### src/hdl/shs_pkg.sv
// Package for the SHA-256 stream hasher: round constants, initial hash,
// front-to-back command type, back-end state type, rotate function. No dependencies.
`timescale 1ns / 1ps
package shs_pkg;
  localparam int QDEPTH = 2;

  typedef struct packed {
    logic [7:0] data_byte;
    logic       byte_present;
    logic       end_of_message;
  } item_t;

  typedef enum logic [2:0] {
    ST_IDLE, ST_ROUND, ST_FOLD, ST_PAD, ST_OUT
  } bst_t;

  function automatic logic [31:0] round_k(input logic [5:0] t);
    logic [31:0] k;
    case (t)
      6'd0: k = 32'h428a2f98; 6'd1: k = 32'h71374491; 6'd2: k = 32'hb5c0fbcf;
      6'd3: k = 32'he9b5dba5; 6'd4: k = 32'h3956c25b; 6'd5: k = 32'h59f111f1;
      6'd6: k = 32'h923f82a4; 6'd7: k = 32'hab1c5ed5; 6'd8: k = 32'hd807aa98;
      6'd9: k = 32'h12835b01; 6'd10: k = 32'h243185be; 6'd11: k = 32'h550c7dc3;
      6'd12: k = 32'h72be5d74; 6'd13: k = 32'h80deb1fe; 6'd14: k = 32'h9bdc06a7;
      6'd15: k = 32'hc19bf174; 6'd16: k = 32'he49b69c1; 6'd17: k = 32'hefbe4786;
      6'd18: k = 32'h0fc19dc6; 6'd19: k = 32'h240ca1cc; 6'd20: k = 32'h2de92c6f;
      6'd21: k = 32'h4a7484aa; 6'd22: k = 32'h5cb0a9dc; 6'd23: k = 32'h76f988da;
      6'd24: k = 32'h983e5152; 6'd25: k = 32'ha831c66d; 6'd26: k = 32'hb00327c8;
      6'd27: k = 32'hbf597fc7; 6'd28: k = 32'hc6e00bf3; 6'd29: k = 32'hd5a79147;
      6'd30: k = 32'h06ca6351; 6'd31: k = 32'h14292967; 6'd32: k = 32'h27b70a85;
      6'd33: k = 32'h2e1b2138; 6'd34: k = 32'h4d2c6dfc; 6'd35: k = 32'h53380d13;
      6'd36: k = 32'h650a7354; 6'd37: k = 32'h766a0abb; 6'd38: k = 32'h81c2c92e;
      6'd39: k = 32'h92722c85; 6'd40: k = 32'ha2bfe8a1; 6'd41: k = 32'ha81a664b;
      6'd42: k = 32'hc24b8b70; 6'd43: k = 32'hc76c51a3; 6'd44: k = 32'hd192e819;
      6'd45: k = 32'hd6990624; 6'd46: k = 32'hf40e3585; 6'd47: k = 32'h106aa070;
      6'd48: k = 32'h19a4c116; 6'd49: k = 32'h1e376c08; 6'd50: k = 32'h2748774c;
      6'd51: k = 32'h34b0bcb5; 6'd52: k = 32'h391c0cb3; 6'd53: k = 32'h4ed8aa4a;
      6'd54: k = 32'h5b9cca4f; 6'd55: k = 32'h682e6ff3; 6'd56: k = 32'h748f82ee;
      6'd57: k = 32'h78a5636f; 6'd58: k = 32'h84c87814; 6'd59: k = 32'h8cc70208;
      6'd60: k = 32'h90befffa; 6'd61: k = 32'ha4506ceb; 6'd62: k = 32'hbef9a3f7;
      default: k = 32'hc67178f2;
    endcase
    return k;
  endfunction

  function automatic logic [31:0] init_hash(input logic [2:0] i);
    logic [31:0] h;
    case (i)
      3'd0: h = 32'h6a09e667; 3'd1: h = 32'hbb67ae85;
      3'd2: h = 32'h3c6ef372; 3'd3: h = 32'ha54ff53a;
      3'd4: h = 32'h510e527f; 3'd5: h = 32'h9b05688c;
      3'd6: h = 32'h1f83d9ab; default: h = 32'h5be0cd19;
    endcase
    return h;
  endfunction

  function automatic logic [31:0] ror(input logic [31:0] x, input int n);
    return (x >> n) | (x << (32 - n));
  endfunction
endpackage

### src/hdl/shs_front.sv
// Front end: takes input words, drops idle items, queues the rest.
// Depends on shs_pkg.
`timescale 1ns / 1ps
module shs_front
  import shs_pkg::*;
#(
  parameter int Depth = QDEPTH
) (
  input  logic       clk,
  input  logic       rst_n,
  input  logic [7:0] in_data_byte,
  input  logic       in_byte_present,
  input  logic       in_end_of_message,
  input  logic       in_valid,
  output logic       in_ready,
  output item_t      q_item,
  output logic       q_valid,
  input  logic       q_pop
);
  localparam int AW = (Depth > 1) ? $clog2(Depth) : 1;
  item_t            mem_r [Depth];
  logic [AW-1:0]    wp_r, rp_r;
  logic [AW:0]      cnt_r;
  logic             push, useful;

  assign in_ready = (cnt_r != (AW+1)'(Depth));
  assign useful = in_byte_present | in_end_of_message;
  // drop idle items at the door
  assign push = in_valid & in_ready & useful;
  assign q_valid = (cnt_r != '0);
  assign q_item = mem_r[rp_r];

  always_ff @(posedge clk) begin
    if (push) begin
      mem_r[wp_r] <= '{in_data_byte, in_byte_present, in_end_of_message};
    end
  end

  always_ff @(posedge clk) begin
    if (!rst_n) begin
      wp_r <= '0;
      rp_r <= '0;
      cnt_r <= '0;
    end else begin
      if (push) begin
        wp_r <= (wp_r == AW'(Depth - 1)) ? '0 : wp_r + 1'b1;
      end
      if (q_pop) begin
        rp_r <= (rp_r == AW'(Depth - 1)) ? '0 : rp_r + 1'b1;
      end
      cnt_r <= cnt_r + (AW+1)'(push) - (AW+1)'(q_pop);
    end
  end
endmodule

### src/hdl/shs_back.sv
// Back end: block buffer, padding, 64-round compression and digest output.
// Depends on shs_pkg.
`timescale 1ns / 1ps
module shs_back
  import shs_pkg::*;
(
  input  logic        clk,
  input  logic        rst_n,
  input  item_t       q_item,
  input  logic        q_valid,
  output logic        q_pop,
  output logic [31:0] out_digest_word,
  output logic [2:0]  out_word_index,
  output logic        out_last_word,
  output logic        out_valid,
  input  logic        out_ready
);
  bst_t st_r, st_nxt;
  logic [31:0] blk_r [16];
  logic [31:0] w_r [16];
  logic [31:0] h_r [8];
  logic [31:0] v_r [8];
  logic [5:0]  fill_r;
  logic [63:0] bits_r;
  logic [5:0]  t_r;
  logic        fin_r;   // compressing the last block of a message
  logic        pad_r;   // padding step: 0 place 0x80, 1 zero/length fill
  logic        eom_r;   // head word's byte is in the block, its message end still pending
  logic [2:0]  oi_r;

  logic [31:0] w, g0, g1, s0, s1, ch, maj, t1, t2, w15, w2;
  logic [3:0]  ti;
  logic [5:0]  fill_inc;
  logic        start_c;

  assign ti = t_r[3:0];
  assign w15 = w_r[ti + 4'd1];
  assign w2 = w_r[ti + 4'd14];
  assign g0 = ror(w15, 7) ^ ror(w15, 18) ^ (w15 >> 3);
  assign g1 = ror(w2, 17) ^ ror(w2, 19) ^ (w2 >> 10);
  assign w = (t_r < 6'd16) ? blk_r[ti] : w_r[ti] + g0 + w_r[ti + 4'd9] + g1;
  assign s1 = ror(v_r[4], 6) ^ ror(v_r[4], 11) ^ ror(v_r[4], 25);
  assign ch = (v_r[4] & v_r[5]) ^ (~v_r[4] & v_r[6]);
  assign t1 = v_r[7] + s1 + ch + round_k(t_r) + w;
  assign s0 = ror(v_r[0], 2) ^ ror(v_r[0], 13) ^ ror(v_r[0], 22);
  assign maj = (v_r[0] & v_r[1]) ^ (v_r[0] & v_r[2]) ^ (v_r[1] & v_r[2]);
  assign t2 = s0 + maj;
  assign fill_inc = fill_r + 6'd1;

  assign out_valid = (st_r == ST_OUT);
  assign out_digest_word = h_r[oi_r];
  assign out_word_index = oi_r;
  assign out_last_word = (oi_r == 3'd7);

  always_comb begin
    st_nxt = st_r;
    q_pop = 1'b0;
    start_c = 1'b0;
    case (st_r)
      ST_IDLE: begin
        if (q_valid) begin
          // bytes are stored and popped; a message end moves on to padding
          if (q_item.byte_present && fill_r == 6'd63) begin
            start_c = 1'b1;
            st_nxt = ST_ROUND;
            if (!q_item.end_of_message) q_pop = 1'b1;
          end else if (q_item.end_of_message) begin
            st_nxt = ST_PAD;
          end else begin
            q_pop = 1'b1;
          end
        end
      end
      ST_ROUND: if (t_r == 6'd63) st_nxt = ST_FOLD;
      ST_FOLD: begin
        if (fin_r) st_nxt = ST_OUT;
        else if (fill_r == 6'd63 && q_valid && q_item.end_of_message) st_nxt = ST_ROUND;
        else if (eom_r) st_nxt = ST_PAD;
        else st_nxt = ST_IDLE;
      end
      ST_PAD: begin
        if (pad_r) begin
          start_c = 1'b1;
          st_nxt = ST_ROUND;
        end
      end
      ST_OUT: begin
        if (out_ready && oi_r == 3'd7) begin
          st_nxt = ST_IDLE;
          q_pop = 1'b1;
        end
      end
      default: st_nxt = ST_IDLE;
    endcase
  end

  always_ff @(posedge clk) begin
    if (!rst_n) begin
      st_r <= ST_IDLE;
      fill_r <= '0;
      bits_r <= '0;
      t_r <= '0;
      fin_r <= 1'b0;
      pad_r <= 1'b0;
      eom_r <= 1'b0;
      oi_r <= '0;
      for (int i = 0; i < 8; i++) h_r[i] <= init_hash(3'(i));
    end else begin
      st_r <= st_nxt;
      case (st_r)
        ST_IDLE: begin
          if (q_valid && q_item.byte_present) begin
            blk_r[fill_r[5:2]][8*(3-fill_r[1:0]) +: 8] <= q_item.data_byte;
            fill_r <= fill_inc;
            bits_r <= bits_r + 64'd8;
            fin_r <= 1'b0;
          end
          pad_r <= 1'b0;
        end
        ST_ROUND: begin
          w_r[ti] <= w;
          v_r[7] <= v_r[6]; v_r[6] <= v_r[5]; v_r[5] <= v_r[4];
          v_r[4] <= v_r[3] + t1;
          v_r[3] <= v_r[2]; v_r[2] <= v_r[1]; v_r[1] <= v_r[0];
          v_r[0] <= t1 + t2;
          t_r <= t_r + 6'd1;
        end
        ST_FOLD: begin
          for (int i = 0; i < 8; i++) h_r[i] <= h_r[i] + v_r[i];
          pad_r <= 1'b0;
          eom_r <= 1'b0;
          oi_r <= '0;
        end
        ST_PAD: begin
          if (!pad_r) begin
            // place 0x80; clear the rest of its word
            for (int j = 0; j < 4; j++) begin
              if (j == fill_r[1:0]) blk_r[fill_r[5:2]][8*(3-j) +: 8] <= 8'h80;
              if (j > fill_r[1:0]) blk_r[fill_r[5:2]][8*(3-j) +: 8] <= 8'h00;
            end
            pad_r <= 1'b1;
          end else begin
            // fill words after the marker; length goes in if it fits
            for (int k = 0; k < 14; k++) begin
              if (4'(k) > fill_r[5:2]) blk_r[k] <= '0;
            end
            if (fill_r < 6'd56) begin
              blk_r[14] <= bits_r[63:32];
              blk_r[15] <= bits_r[31:0];
              fin_r <= 1'b1;
            end else begin
              if (fill_r[5:2] == 4'd14) blk_r[15] <= '0;
              fin_r <= 1'b0;
            end
            // a spilled block leaves an empty block with marker already placed
            fill_r <= (fill_r < 6'd56) ? 6'd0 : 6'd63;
            pad_r <= 1'b0;
          end
        end
        ST_OUT: begin
          if (out_ready) begin
            oi_r <= oi_r + 3'd1;
            if (oi_r == 3'd7) begin
              for (int i = 0; i < 8; i++) h_r[i] <= init_hash(3'(i));
              bits_r <= '0;
              fill_r <= '0;
              fin_r <= 1'b0;
            end
          end
        end
        default: ;
      endcase
      if (start_c) begin
        for (int i = 0; i < 8; i++) v_r[i] <= h_r[i];
        t_r <= '0;
        if (st_r == ST_IDLE) eom_r <= q_item.end_of_message;
      end
      // second padding block: everything zero but the length
      if (st_r == ST_FOLD && !fin_r && fill_r == 6'd63 && q_valid &&
          q_item.end_of_message) begin
        for (int k = 0; k < 14; k++) blk_r[k] <= '0;
        blk_r[14] <= bits_r[63:32];
        blk_r[15] <= bits_r[31:0];
        fin_r <= 1'b1;
        fill_r <= '0;
        for (int i = 0; i < 8; i++) v_r[i] <= h_r[i] + v_r[i];
        t_r <= '0;
      end
    end
  end
endmodule

### src/hdl/sha256_stream_hasher_top.sv
// SHA-256 stream hasher, one byte per item, eight digest words per message.
// Depends on shs_pkg, shs_front and shs_back.
// Bytes are taken at one per cycle while a block fills; each full 64-byte
// block then holds the hashing engine for its 64 rounds on the
// single round unit plus the fold, and input stalls once the queue is full.
// A message end adds the padding steps (marker, then zero/length fill) and
// one or two compressions, then the eight digest words go out one per accepted cycle.
// A queue, two entries deep by default, sits between the input and the hashing engine.
`timescale 1ns / 1ps
module sha256_stream_hasher_top
  import shs_pkg::*;
#(
  parameter int QueueDepth = QDEPTH
) (
  input  logic        clk,
  input  logic        rst_n,
  input  logic [7:0]  in_data_byte,
  input  logic        in_byte_present,
  input  logic        in_end_of_message,
  input  logic        in_valid,
  output logic        in_ready,
  output logic [31:0] out_digest_word,
  output logic [2:0]  out_word_index,
  output logic        out_last_word,
  output logic        out_valid,
  input  logic        out_ready
);
  item_t q_item;
  logic  q_valid, q_pop;

  shs_front #(.Depth(QueueDepth)) u_front (
    .clk, .rst_n, .in_data_byte, .in_byte_present, .in_end_of_message,
    .in_valid, .in_ready, .q_item, .q_valid, .q_pop
  );

  shs_back u_back (
    .clk, .rst_n, .q_item, .q_valid, .q_pop,
    .out_digest_word, .out_word_index, .out_last_word, .out_valid, .out_ready
  );
endmodule

### config.mk
export PLATFORM = sky130hd
export DESIGN_NAME = sha256_stream_hasher_top
export DESIGN_NICKNAME = d
export VERILOG_FILES = /design/src/hdl/shs_pkg.sv /design/src/hdl/shs_front.sv /design/src/hdl/shs_back.sv /design/src/hdl/sha256_stream_hasher_top.sv
export SDC_FILE = /design/constraint.sdc
export NUM_CORES = 2
export LEC_CHECK = 0
export ABC_AREA = 1
export ABC_CLOCK_PERIOD_IN_PS = 13000
export CAP_MARGIN = 30
export CORE_ASPECT_RATIO = 1.1
export CORE_MARGIN = 3
export CORE_UTILIZATION = 35
export DETAILED_ROUTE_END_ITERATION = 8
export DONT_BUFFER_PORTS = 1
export PLACE_DENSITY = 0.45
export RECOVER_POWER = 100
export SLEW_MARGIN = 20
export SYNTH_ARGS = -nofsm -noshare
export SYNTH_HDL_FRONTEND = slang
export SYNTH_HIERARCHICAL = 1
export SYNTH_SLANG_ARGS = --single-unit
### constraint.sdc
create_clock -name clk -period 13 [get_ports clk]
set_clock_uncertainty 0.05 [all_clocks]
set_input_delay 1.3 -clock clk [delete_from_list [all_inputs] [get_ports clk]]
set_output_delay 1.3 -clock clk [all_outputs]
set_load 0.005 [all_outputs]
## Word-level counts from Yosys, hierarchy flattened

Memories as Yosys holds them, arrays and structs flattened. A register that Yosys moved wholly into a read port is not among the register bits.
Index checks and enable logic that the tools add are counted.

| operators by class | value |
|---|---|
| eq/ne operators | 24 |
| mux-type cells | 342 |
| $add $sub $neg | 31 |
| magnitude comparators | 19 |
| bitwise operators | 136 |
| reductions and logical operators | 27 |
| shifts and indexed selects | 2 |

Operators by type and width:

| operator | number |
|---|---|
| $mux 32 | 93 |
| $add 32x32->32 | 18 |
| $xor 32x32->32 | 9 |
| $mux 1 | 214 |
| $mux 64 | 3 |
| $and 32x32->32 | 5 |
| $pmux 64 s2 | 1 |
| $or 1x1->1 | 106 |
| $add 64x4->64 const B | 1 |
| $mux 6 | 7 |
| $neg 32->34 | 1 |
| $shift 8x34->32 const A | 1 |
| $shiftx 8x34->32 | 1 |
| $mux 3 | 11 |
| $not 32->32 | 1 |
| $or 10x32->32 | 1 |
| $or 13x32->32 | 1 |
| $or 14x32->32 | 1 |
| $or 15x32->32 | 1 |
| $or 19x32->32 | 1 |
| $or 21x32->32 | 1 |
| $or 25x32->32 | 1 |
| $or 26x32->32 | 1 |
| $or 30x32->32 | 1 |
| 52 further kinds | 100 |

| word-level totals | value |
|---|---|
| register bits after elaboration | 89 |
| logic and storage cells | 598 |
| output and inout bits | 38 |
| input port bits | 14 |
| memory bits (writable) | 1556 |
| bits in read-only memories | 2048 |
| memories kept | 6 |

Memory list:

| name | depth | bits a word | read ports | clocked after memory_dff | wr ports | line | source |
|---|---|---|---|---|---|---|---|
| (name not given) | 64 | 32 | 1 | 1 | 0 | shs_pkg.sv:19 | `case (t)` |
| u_back.blk_r | 16 | 32 | 1 | 1 | 16 | shs_back.sv:19 | `logic [31:0] blk_r [16];` |
| u_back.w_r | 16 | 32 | 4 | 1 | 1 | shs_back.sv:20 | `logic [31:0] w_r [16];` |
| u_back.h_r | 8 | 32 | 9 | 1 | 8 | shs_back.sv:21 | `logic [31:0] h_r [8];` |
| u_back.v_r | 8 | 32 | 8 | 0 | 8 | shs_back.sv:22 | `logic [31:0] v_r [8];` |
| u_front.mem_r | 2 | 10 | 1 | 1 | 1 | shs_front.sv:21 | `item_t mem_r [Depth];` |

## Logic depth before layout (Yosys ltp)

An unclocked memory read counts as a cell.

| logic depth | value |
|---|---|
| word-level depth | 13 |
| mapped depth | 70 |
| depth with buffers taken out | 60 |

## Modules after synthesis

The synthesis kept the hierarchy.

By module, submodules not included:

| module | times used | area each (sq um) | seq. area each (sq um) | cells each |
|---|---|---|---|---|
| shs_back | 1 | 109502.5 | 42781.0 | 13959 |
| shs_front | 1 | 973.4 | 700.7 | 67 |

## Worst setup path before layout

Ideal clock, no wire load.

| timing | value |
|---|---|
| kind | reg-to-reg |
| start | reg u_back.t_r[0] |
| end | mem u_back.v_r[0][31], data pin |
| cell stages (with the launch flop) | 65 |
| data required time | 12.696 ns |
| setup slack | 1.119 ns |
| path buffers | 10 |
| clock period less this slack | 11.881 ns |
| library setup time | 0.254 ns |
| data arrival time | 11.578 ns |
| cells stage by stage | dfxtp_1 buf_4 inv_2 buf_4 buf_4 buf_4 buf_2 buf_1 ha_1 buf_4 inv_2 buf_2 buf_6 clkbuf_1 a21oi_1 o21ai_0 nand3_1 nand3_1 (+29 left out) o21ai_0 xor2_1 fa_1 ha_1 nand2_1 nor2_1 and3_1 nand3_1 nand3_1 a21o_1 a21oi_1 o21ai_0 nand2_1 nand2_1 inv_1 nand2_1 nand3_1 nand2_1 |

RTL lines:

| element | line | source |
|---|---|---|
| start: declaration | shs_back.sv:25 | `logic [5:0] t_r;` |
| start signal: assignment | shs_back.sv:126 | `t_r <= t_r + 6'd1;` |
| end: declaration | shs_back.sv:22 |  |

==> impl_metrics.py <==
metrics = {
    "placement": {
        "io_buffers": 0,
        "postPlaceCellArea_um2": 115000,
        "dp_hpwl_um": 363000,
        "place_congestion": 0.954,
    },
    "synthesis": {
        "synth_top_area_share_pct": 26.6,
        "synthArstFlopShare_pct": 0,
        "netlist_instances": 14000,
        "synth_area_um2": 110000,
        "synth-edff-count": 980,
        "yosys-top-cells-area": "edfxtp_1 (27%), dfxtp_1 (13%), o21ai_0 (9.3%)",
        "synthFlopType": "edfxtp_1",
        "yosysSeqAreaShare_pct": 39.4,
        "ys.warnings.count": 6,
        "synthDistinctLibCells": 79,
        "synth_top_area_cell": "edfxtp_1",
        "synth_seq_cells": 1682,
        "avgSynthCellArea_um2": 7.88,
        "syn_nets": 14600,
    },
    "worst_setup_path": {
        "path_class": "reg2reg",
        "crit_fanout": 44,
        "crit_buf_inv": 6,
        "arrival_ns": 13.58,
        "required_ns": 13.73,
        "cp_slowest_cell": "clkinvlp_2",
        "max_stage_delay_ns": 3.14,
        "worstSetupStartpointType": "flop",
        "cpMostUsedCell": "inv_1",
        "endpoint_kind": "flop",
        "path_cells": "inv_1 -> nor2_1 -> inv_1 -> nor2_1 -> nand2_1 -> nor2_4 -> clkbuf_1 -> clkinvlp_2 -> o21ai_0 -> inv_1 -> nor2_2 -> clkbuf_2 -> a211oi_1",
        "cp_top_family": "buffers and inverters",
        "cp_num_cells": 13,
        "r2r_cells": 13,
    },
    "route": {
        "drt_pass1_iterations": 7,
        "postRouteAntennaNets": 0,
        "drc": 0,
        "via_count": 105000,
        "routed_via_density": 5.81,
        "drt_iter0_drc": 10900,
        "routedWlPerCell_um": 28.3,
        "routed_wl_um": 510000,
    },
    "clock_network": {
        "clk_latency_ns": 0.93,
        "cts_max_level": 4,
        "cts_made_buffers": 208,
        "cts_max_path_buffers": 4,
        "cts_tree": "done",
        "cts-root-buf": "clkbuf_16",
        "clkTransAtPathRegs_ns": 0.06,
        "cts_sinks": 1682,
    },
    "timing": {
        "min_period_ns": 12.85,
        "setup_viol": 0,
        "rsz0062_at_grt": "false",
        "whs_ns": 0.406,
        "slew_headroom_pct": -443,
        "max_freq_ghz": 0.0778,
        "period_share_pct": 98.8,
        "tightestPinTransition_ns": 8.14,
        "hold_viol": 0,
        "drv_slew": 2367,
    },
    "hold_path": {
        "hold_class": "reg2reg",
        "min_path_cells": 2,
    },
    "grt": {
        "globalRouteTotalUtil_pct": 30.4,
        "grt.overflow.total": 0,
        "grt_max_degree": 196,
        "grt_pass1_wl_um": 725000,
        "antenna_found_initial": 8,
        "grt_pass1_vias": 99800,
    },
    "die": {
        "die_y_um": 595,
        "fp.dieW_um": 542,
        "io_pins": 52,
        "die_area_um2": 322000,
        "start_util_pct": 35.3,
        "rows": 215,
        "core-area_um2": 313000,
    },
    "final_layout": {
        "final_area_um2": 122000,
        "layout_commonest_cell": "o21ai_0",
        "drive_gt1_share_pct": 5.38,
        "layout.cells.most_common_list": "o21ai_0 (2065), nand2_1 (1946), a21oi_1 (1674), inv_1 (1463), nor2_1 (1006)",
        "nNetsFinal": 14300,
        "syn_to_final_growth_pct": 10.1,
    },
    "run_status": {
        "status": "finished with violations",
        "violations": "capacitance limit, slew limit",
    },
    "flow_run": {
        "maxCapViolations": 68,
    },
}
[flip-flops by register name, summed over array words and instances, names as in the netlist, named ones only]
register	cells
u_back/t_r	6
u_back/eom_r	1
u_front/mem_r	20
u_front/wp_r	1
u_back/bits_r	61
u_front/rp_r	1
u_front/cnt_r	2
u_back/h_r	256
u_back/blk_r	512
u_back/v_r	256
u_back/fin_r	1
u_back/pad_r	1
u_back/out_word_index	3
u_back/st_r	3
u_back/fill_r	6
u_back/w_r	512
[worst paths after layout]
check / startpoint / end / slack [ns]
max reg2reg: u_back/st_r[1] / u_back/blk_r[5][29] / 0.15
min: u_back/blk_r[3][24] / u_back/blk_r[3][24] / 0.41
max: u_back/st_r[1] / u_back/blk_r[5][29] / 0.15
min reg2reg: u_back/blk_r[3][24] / u_back/blk_r[3][24] / 0.41
[what timing repair did]
action,CTS,global route
endpoints found under the setup margin,0,11
hold buffers,0,0
gates resized for setup,0,11
setup buffers,0,1
[cell usage after synthesis, types with 11 or more instances]
cell type,n
clkbuf_1,572
nand2_2,11
buf_6,13
buf_1,81
or2_2,51
xnor2_1,220
nand2_1,1939
buf_2,172
fa_1,195
nand3_1,704
o21ai_0,2059
edfxtp_1,980
nand3b_1,20
o211ai_1,208
nor2_1,1006
o22ai_1,131
a21o_1,54
nand4_1,49
o31ai_1,16
a221oi_1,31
dfxtp_1,702
o221ai_1,231
a22oi_1,57
o21bai_1,36
nor4_1,30
nor3_1,143
o21a_1,20
a21oi_1,1677
a31oi_1,83
a211oi_1,71
inv_2,32
ha_1,405
a21boi_0,21
maj3_1,12
inv_1,1457
mux2i_1,18
nor2_2,37
xor2_1,286
mux2_2,20
o21ai_1,53
[metrics by stage]
stage               setup WS [ns]  utilization, %  setup TNS (ns)  cells
CTS                         0.108            39.0               0  18000
finish                      0.154            38.8               0  18000
global route               0.0225            38.8               0  18000
detailed placement          0.160            36.8               0  17600
floorplan                    1.12               -               0  14000
global placement           -0.105            36.7          -0.105  17600
[kinds of logic (layout without fill, tap and decap cells)]
kind of cell | Yosys count | count (layout) | share of synthesized area (%)
AOI/OAI and AO/OA | 4797 | 4797 | 24.2
and+or+nand+nor | 4042 | 4042 | 15.5
buffers and inverters | 2348 | 2210 | 8.32
DFF | 1682 | 1682 | 39.4
adders and majority gates | 612 | 612 | 8.23
xor gates and xnor gates | 507 | 507 | 4.03
muxes | 38 | 38 | 0.367
other | 0 | 4 | 0
[worst reg2reg max path, stage by stage, from the launching register on]
cell and delay, ns:
dfxtp_1 0.44, inv_1 0.09, nor2_1 1.23, inv_1 0.80, nor2_1 0.38, nand2_1 0.19, nor2_4 0.10, clkbuf_1 2.18
clkinvlp_2 3.15, o21ai_0 1.56, inv_1 1.20, nor2_2 0.84, clkbuf_2 0.43, a211oi_1 0.10
[layer usage]
layer	global-route usage, %	wire [µm]	vias to the layer above
li1	-	-	48100
met1	39.8	213000	51200
met2	50.5	238000	4488
met3	4.05	34300	889
met4	12.4	25200	2
met5	0	17	-
[area by class of cell]
| class | count | area [µm²] |
|---|---|---|
| tap | 4123 | 5160 |
| clock buffer | 305 | 5990 |
| sequential | 1682 | 43500 |
| clock inverter | 78 | 861 |
| multi-input combinational | 9996 | 57900 |
| fill | 32400 | 192000 |
| timing repair buffer | 329 | 2480 |
| inverter | 1498 | 5670 |
| antenna | 4 | 10.0 |
Power is left out: the tool's default activity adds up to more than one toggle a clock period on the data nets, which glitch-free logic cannot reach.
